===== src/sv/kdlp_pkg.sv =====
// shared constants for the keypad debounce and long-press core
`timescale 1ns / 1ps
`default_nettype none
package kdlp_pkg;
	localparam int unsigned FIELD_W = 8;
	localparam int unsigned CNT_W = 8;
	localparam logic [CNT_W-1:0] RESET_THRESHOLD = 8'd50;

	typedef logic [FIELD_W-1:0] field_t;
	typedef logic [CNT_W-1:0] cnt_t;
endpackage
`default_nettype wire


===== src/sv/keypad_debounce_long_press_core.sv =====
// keypad debounce and long-press detect core, one scan tick per word
//
// channel   direction  handshake                       payload
// in        to core    in_valid / in_stall             button_levels
// out       from core  out_valid / out_stall           release_events, held_keys,
//                                                      long_press_keys
// cfg       to core    cfg_valid / cfg_ready           long_press_ticks
//
// one word per cycle sustained while out_stall is low; each word passes through the input
// register, then the per-key update into the result register
// out_stall holds the result register and stalls the input only when the input
// register is also full
// reset: all keys released, no key held, counters clear, threshold 50
// cfg_ready is always high
`timescale 1ns / 1ps
`default_nettype none
module keypad_debounce_long_press_core #(
	parameter int unsigned NUM_KEYS = 8,
	parameter int unsigned WINDOW_SAMPLES = 6
) (
	input  wire                   clk,
	input  wire                   arst_n,
	input  wire                   in_valid,
	output logic                  in_stall,
	input  wire  kdlp_pkg::field_t button_levels,
	output logic                  out_valid,
	input  wire                   out_stall,
	output kdlp_pkg::field_t      release_events,
	output kdlp_pkg::field_t      held_keys,
	output kdlp_pkg::field_t      long_press_keys,
	input  wire                   cfg_valid,
	output logic                  cfg_ready,
	input  wire  kdlp_pkg::cnt_t  long_press_ticks
);
	import kdlp_pkg::*;

	localparam int unsigned HIST_D = WINDOW_SAMPLES - 1;

	logic                valid_s1;
	field_t              levels_s1;
	logic                valid_s2;
	field_t              release_s2;
	field_t              held_s2;
	field_t              long_s2;
	cnt_t                thr_q;
	logic [NUM_KEYS-1:0] hist_q [HIST_D];
	logic [NUM_KEYS-1:0] held_q;
	logic [NUM_KEYS-1:0] long_q;
	cnt_t                cnt_q [NUM_KEYS];

	logic                adv2;
	logic [NUM_KEYS-1:0] sample;
	logic [NUM_KEYS-1:0] any_high;
	logic [NUM_KEYS-1:0] held_d;
	logic [NUM_KEYS-1:0] long_d;
	logic [NUM_KEYS-1:0] rel_d;
	cnt_t                cnt_d [NUM_KEYS];
	field_t              rel_f;
	field_t              held_f;
	field_t              long_f;

	assign adv2 = valid_s1 && (!valid_s2 || !out_stall);
	assign in_stall = valid_s1 && !adv2;
	assign cfg_ready = 1'b1;
	assign out_valid = valid_s2;
	assign release_events = release_s2;
	assign held_keys = held_s2;
	assign long_press_keys = long_s2;

	// keys above the field width read pressed
	for (genvar k = 0; k < NUM_KEYS; k++) begin : g_sample
		if (k < FIELD_W) begin : g_in
			assign sample[k] = levels_s1[k];
		end else begin : g_zero
			assign sample[k] = 1'b0;
		end
	end

	always_comb begin
		any_high = sample;
		for (int i = 0; i < HIST_D; i++) begin
			any_high = any_high | hist_q[i];
		end
	end

	// per-key held, long and counter update
	always_comb begin
		for (int k = 0; k < NUM_KEYS; k++) begin
			held_d[k] = held_q[k];
			long_d[k] = long_q[k];
			rel_d[k] = 1'b0;
			cnt_d[k] = cnt_q[k];
			if (!any_high[k]) begin
				if (!held_q[k]) begin
					held_d[k] = 1'b1;
					cnt_d[k] = '0;
				end else if (!long_q[k]) begin
					if (cnt_q[k] < thr_q) begin
						cnt_d[k] = cnt_q[k] + cnt_t'(1);
					end else begin
						long_d[k] = 1'b1;
						cnt_d[k] = '0;
					end
				end
			end else begin
				rel_d[k] = held_q[k];
				held_d[k] = 1'b0;
				long_d[k] = 1'b0;
				cnt_d[k] = '0;
			end
		end
	end

	for (genvar b = 0; b < FIELD_W; b++) begin : g_out
		if (b < NUM_KEYS) begin : g_key
			assign rel_f[b] = rel_d[b];
			assign held_f[b] = held_d[b];
			assign long_f[b] = long_d[b];
		end else begin : g_none
			assign rel_f[b] = 1'b0;
			assign held_f[b] = 1'b0;
			assign long_f[b] = 1'b0;
		end
	end

	always_ff @(posedge clk or negedge arst_n) begin
		if (!arst_n) begin
			thr_q <= RESET_THRESHOLD;
		end else if (cfg_valid && cfg_ready) begin
			thr_q <= long_press_ticks;
		end
	end

	// input register
	always_ff @(posedge clk or negedge arst_n) begin
		if (!arst_n) begin
			valid_s1 <= 1'b0;
		end else if (!in_stall) begin
			valid_s1 <= in_valid;
		end
	end

	always_ff @(posedge clk) begin
		if (in_valid && !in_stall) begin
			levels_s1 <= button_levels;
		end
	end

	// key state and result register
	always_ff @(posedge clk or negedge arst_n) begin
		if (!arst_n) begin
			valid_s2 <= 1'b0;
			held_q <= '0;
			long_q <= '0;
			for (int i = 0; i < HIST_D; i++) begin
				hist_q[i] <= '1;
			end
			for (int k = 0; k < NUM_KEYS; k++) begin
				cnt_q[k] <= '0;
			end
		end else begin
			if (adv2) begin
				valid_s2 <= 1'b1;
				held_q <= held_d;
				long_q <= long_d;
				hist_q[0] <= sample;
				for (int i = 1; i < HIST_D; i++) begin
					hist_q[i] <= hist_q[i-1];
				end
				for (int k = 0; k < NUM_KEYS; k++) begin
					cnt_q[k] <= cnt_d[k];
				end
			end else if (!out_stall) begin
				valid_s2 <= 1'b0;
			end
		end
	end

	always_ff @(posedge clk) begin
		if (adv2) begin
			release_s2 <= rel_f;
			held_s2 <= held_f;
			long_s2 <= long_f;
		end
	end

	a_long_needs_held: assert property (@(posedge clk) disable iff (!arst_n)
		(long_q & ~held_q) == '0)
		else $error("long flag set on a key that is not held");

	a_release_not_held: assert property (@(posedge clk) disable iff (!arst_n)
		valid_s2 |-> (release_s2 & held_s2) == '0)
		else $error("released key still reported held");

	a_release_was_held: assert property (@(posedge clk) disable iff (!arst_n)
		adv2 |=> (release_s2 & ~$past(held_f | rel_f)) == '0 &&
			(release_s2 & held_s2) == '0)
		else $error("release word on a key that was not held");

	for (genvar k = 0; k < NUM_KEYS; k++) begin : g_chk
		a_cnt_bound: assert property (@(posedge clk) disable iff (!arst_n)
			(long_q[k] || !held_q[k]) |-> cnt_q[k] == '0)
			else $error("hold counter nonzero outside counting phase");
	end
endmodule
`default_nettype wire


===== config.mk =====
export PLATFORM = sky130hd
export DESIGN_NAME = keypad_debounce_long_press_core
export DESIGN_NICKNAME = d
export VERILOG_FILES = /design/src/sv/kdlp_pkg.sv /design/src/sv/keypad_debounce_long_press_core.sv
export SDC_FILE = /design/constraint.sdc
export NUM_CORES = 1
export LEC_CHECK = 0
export ABC_AREA = 0
export BUFFER_PORTS_ARGS = -buffer_cell sky130_fd_sc_hd__buf_2
export CAP_MARGIN = 0
export CORE_MARGIN = 4
export CORE_UTILIZATION = 66
export CTS_CLUSTER_SIZE = 24
export DETAILED_ROUTE_END_ITERATION = 10
export PLACE_DENSITY = 0.84
export SETUP_SLACK_MARGIN = 0.5
export SYNTH_ARGS = -nofsm -noshare
export SYNTH_HDL_FRONTEND = slang
export SYNTH_SLANG_ARGS = --single-unit

===== constraint.sdc =====
create_clock -name clk -period 6.1 [get_ports clk]
set_input_delay 0 -clock clk [delete_from_list [all_inputs] [get_ports clk]]
set_output_delay 0 -clock clk [all_outputs]
set_load 0.02 [all_outputs]

### Word-level counts from Yosys, hierarchy flattened

Index checks and enable logic that the tools add are counted.

* flip-flop bits (word level): 162
* output and inout bits: 27
* logic and storage cells: 149

* add/subtract/negate cells: 8
* $lt $le $gt $ge: 8
* equal/unequal tests: 9
* muxes and demuxes: 74
* bitwise gates (word level): 5
* reductions and logical operators: 16

Operators by type and width (count)
* 8-bit 2-to-1 mux: 32
* 8-bit by 1-bit adder with 8-bit output (second input constant): 8
* 8-bit less-than comparator: 8
* 1-bit 2-to-1 mux: 42
* 8-bit OR: 5
* 3-bit by 2-bit != test with 1-bit output (second input constant): 8
* 2-bit AND reduction: 8
* 1-bit zero test: 4
* 1-bit logical AND: 3
* 2-bit by 1-bit != test with 1-bit output (second input constant): 1
* 1-bit logical OR: 1

### Logic depth before layout (Yosys ltp)

* depth in word-level cells: 7
* depth in mapped cells: 8
* mapped depth without buffers: 7

### Least setup slack after synthesis

Ideal clock, no wire load.

* path type: reg2reg
* from: register thr_q[5]
* to: register long_s2[1], in the netlist long_press_keys[1] (data pin)
* setup time: 254 ps
* arrival time: 2120 ps
* required time: 5846 ps
* setup slack: 3725 ps
* stages on the path, launching flop included: 9
* buffers on the path: 1
* clock period less this slack: 2375 ps
* cells stage by stage: dfstp_2 > inv_1 > ha_1 > a21o_1 > a21o_1 > a221oi_2 > clkbuf_1 > nor2_1 > o21a_1

* longest elaborated chain between the ends: 5

RTL lines
* from (decl): line keypad_debounce_long_press_core.sv:45 `cnt_t thr_q;`
* from (signal assigned): line keypad_debounce_long_press_core.sv:130 `thr_q <= long_press_ticks;`
* 8-bit less-than comparator: line keypad_debounce_long_press_core.sv:98 `if (cnt_q[k] < thr_q) begin`
* 1-bit 2-to-1 mux: line keypad_debounce_long_press_core.sv:98
* 1-bit 2-to-1 mux: line keypad_debounce_long_press_core.sv:97 `end else if (!long_q[k]) begin`
* 1-bit 2-to-1 mux: line keypad_debounce_long_press_core.sv:94 `if (!held_q[k]) begin`
* 1-bit 2-to-1 mux: line keypad_debounce_long_press_core.sv:93 `if (!any_high[k]) begin`
* named net long_d[1]: line keypad_debounce_long_press_core.sv:55 `logic [NUM_KEYS-1:0] long_d;`
* to (signal assigned): line keypad_debounce_long_press_core.sv:183 `long_s2 <= long_f;`
* to (decl): line keypad_debounce_long_press_core.sv:44 `field_t long_s2;`

The timed path passes the listed nets, and every way through them passes these cells.
A chain may end at the register's enable or synchronous reset.

### Worst setup path after layout

Ends and elaborated chain as after synthesis.

==> impl_metrics.env <==
export IMPL_core_area_mm2=0.0128
export IMPL_synth_enable_flop_cells=32
export IMPL_synth_ff_type="dfrtp_1"
export IMPL_path_buf_inv=1
export IMPL_netlist_area_mm2=0.00875
export IMPL_crit_path_cell_trace="inv_1 > ha_1 > a21o_1 > a21o_1 > a221oi_2 > nor2_1 > o21a_1"
export IMPL_num_vias=7220
export IMPL_ys_warn_count=0
export IMPL_drc=0
export IMPL_ys_types=67
export IMPL_io_pins=48
export IMPL_critPathCaptureType="flop"
export IMPL_cp_start_kind="flop"
export IMPL_cts_clk_slew_worst_paths_ns=0.06
export IMPL_async_flop_share=0.802
export IMPL_drive_above_1_share=0.152
export IMPL_arrival_ns=2.90
export IMPL_dieArea_mm2=0.0152
export IMPL_syn2layout_area_growth_pct=14.4
export IMPL_avgSynthCellArea_um2=9.67
export IMPL_cp_required_ns=6.29
export IMPL_layout_nets=1065
export IMPL_track_usage=0.276
export IMPL_die_h_um=123
export IMPL_power_density_mw_per_mm2=279
export IMPL_crit_family="compound AO/OA/AOI/OAI gates"
export IMPL_hold_end="thr_q[0]"
export IMPL_cts_root_buf="clkbuf_16"
export IMPL_wirelength_um=19800
export IMPL_p_leak_nw=4.51
export IMPL_slew_viol_final=0
export IMPL_placementRows=41
export IMPL_r2r_slack_ns=3.39
export IMPL_yosysSeqAreaShare=0.488
export IMPL_dp_final_hpwl_um=12600
export IMPL_min_path_type="in -> reg"
export IMPL_cts_made_buffers=17
export IMPL_start_util=0.682
export IMPL_chipWidth_um=123
export IMPL_finalCritPeriodShare=0.444
export IMPL_clock_path_buffers=2
export IMPL_crit_path_frequent_cell="a21o_1"
export IMPL_path_max_fanout=14
export IMPL_skew_ns=0.00796
export IMPL_first_pass_iters=5
export IMPL_portBuffers=46
export IMPL_wl_per_cell_um=17.0
export IMPL_overflow=0
export IMPL_reg2reg_from="thr_q[5]"
export IMPL_final_setup_tns_ns=0
export IMPL_final_cell_mix="nand2_1 (203), dfrtp_1 (87), ha_1 (64), nand3_1 (56), buf_2 (45)"
export IMPL_clock_sinks=162
export IMPL_outcome="finished clean"
export IMPL_first_iter_violations=697
export IMPL_critical_path_max_stage_delay_ns=0.77
export IMPL_synthesis_nets=990
export IMPL_rsz0062_at_grt="no"
export IMPL_timing_rr_end="long_press_keys[1]"
export IMPL_hold_start="cfg_valid"
export IMPL_cts_max_level=4
export IMPL_antenna_found_initial=0
export IMPL_clkLatencyLatePin_ns=0.43
export IMPL_grt_pass1_vias=6881
export IMPL_fill_cells=848
export IMPL_whs_ns=0.0496
export IMPL_peakVddDrop_mv=0.269
export IMPL_synth_cells=905
export IMPL_reg2regPathDepth=7
export IMPL_cts_tree="done"
export IMPL_slew_headroom=0.336
export IMPL_grt_pass1_wl_um=32700
export IMPL_tightestPinTransition_ns=0.996
export IMPL_path_class="reg -> reg"
export IMPL_gp_congestion=0.856
export IMPL_via_per_inst=6.20
export IMPL_crit_path_top_delay_cell="a221oi_2"
export IMPL_antenna_cells=0
export IMPL_hold_violations=0
export IMPL_postRouteAntennaNets=0
export IMPL_ys_ff_latch=162
export IMPL_min_period_ns=2.71
export IMPL_drv_cap=0
export IMPL_setup_viol=0
export IMPL_final_common_cell="nand2_1"
export IMPL_whs_path_depth=2
export IMPL_grt_start_max_net_pins=81
export IMPL_max_clock_freq_ghz=0.369
[per-layer routing]
metal	track usage	wire, um
met5	0	0
met4	0.0920	332
met1	0.364	8280
met2	0.442	9560
met3	0.0769	1590
[cell type report]
cell class | count | area (um^2) | share of cell area
clock buffers | 20 | 437 | 0.0436
repair buffers | 82 | 581 | 0.0580
clock inverters | 12 | 133 | 0.0132
inverters | 38 | 143 | 0.0143
flip-flops and latches | 162 | 4270 | 0.426
well taps | 172 | 215 | 0.0215
multi-input cells | 679 | 4230 | 0.423
[timing repair]
action | in CTS | in global routing
resized for setup | 0 | 0
setup buffers | 0 | 0
hold endpoints to repair | 68 | 0
hold buffers | 31 | 0
[where the power goes]
group	total (mW)	switching, mW	internal [mW]
clock network	1.04	0.440	0.603
logic	0.397	0.263	0.134
registers	1.35	0.0852	1.27
[state kept, by name, indices dropped and copies added, names as in the netlist]
signal / flops
cnt_q: 64
hist_q: 40
held_keys: 8
held_q: 8
levels_s1: 8
long_press_keys: 8
long_q: 8
release_events: 8
thr_q: 8
out_valid: 1
valid_s1: 1
[stage by stage]
| stage | total power [mW] | cells | util | setup WS [ns] | cell area [um^2] |
|---|---|---|---|---|---|
| global route | 2.92 | 1165 | 0.780 | 3.11 | 10000 |
| detailed placement | 1.74 | 1102 | 0.712 | 3.44 | 9130 |
| finish | 2.79 | 1165 | 0.780 | 3.39 | 10000 |
| floorplan | 1.61 | 905 | - | 3.73 | 8750 |
| global placement | 1.72 | 1102 | 0.712 | 3.49 | 9130 |
| CTS | 2.80 | 1165 | 0.780 | 3.43 | 10000 |
[how the worst max path moves through the flow]
| stage | cells past startpoint | slack (ns) | to | start |
|---|---|---|---|---|
| finish | 7 | 3.39 | long_press_keys[1] | thr_q[5] |
| global route | 7 | 3.11 | cnt_q[41] | thr_q[2] |
| detailed placement | 7 | 3.44 | long_press_keys[1] | thr_q[5] |
| floorplan | 8 | 3.73 | long_press_keys[1] | thr_q[5] |
| global placement | 7 | 3.49 | long_press_keys[1] | thr_q[5] |
| CTS | 7 | 3.43 | long_press_keys[1] | thr_q[5] |
[cell usage after synthesis (all sizes together) (4+ instances only)]
library cell / number / area [um^2]
nand2: 204 / 766
dfrtp: 87 / 2180
o21ai: 66 / 334
ha: 64 / 801
nand3: 57 / 290
dfstp: 43 / 1130
inv: 37 / 139
nor2: 35 / 131
edfxtp: 32 / 961
and3: 28 / 175
a21oi: 27 / 135
nand4: 27 / 184
a211oi: 22 / 183
mux2i: 22 / 220
clkbuf: 18 / 67.6
a31oi: 15 / 93.8
nor2b: 13 / 81.3
a21o: 10 / 75.1
nor3: 10 / 55.1
and2: 8 / 50.1
buf: 8 / 40.0
o22ai: 8 / 50.1
nor4: 7 / 58.8
o311ai: 6 / 52.6
a32oi: 5 / 43.8
o31ai: 5 / 42.5
nand2b: 4 / 25.0
or2: 4 / 25.0
[kinds of logic (layout without fill, tap and decap cells)]
kind of cell / Yosys count / after routing / share of synthesized area
AOI/OAI and AO/OA: 184 / 184 / 0.142
muxes: 24 / 24 / 0.0277
DFF: 162 / 162 / 0.488
and+or+nand+nor: 406 / 406 / 0.222
adders and majority gates: 64 / 64 / 0.0915
other: 1 / 1 / 0.000429
buffers and inverters: 64 / 152 / 0.0286
(Power assumes the default switching activity.)
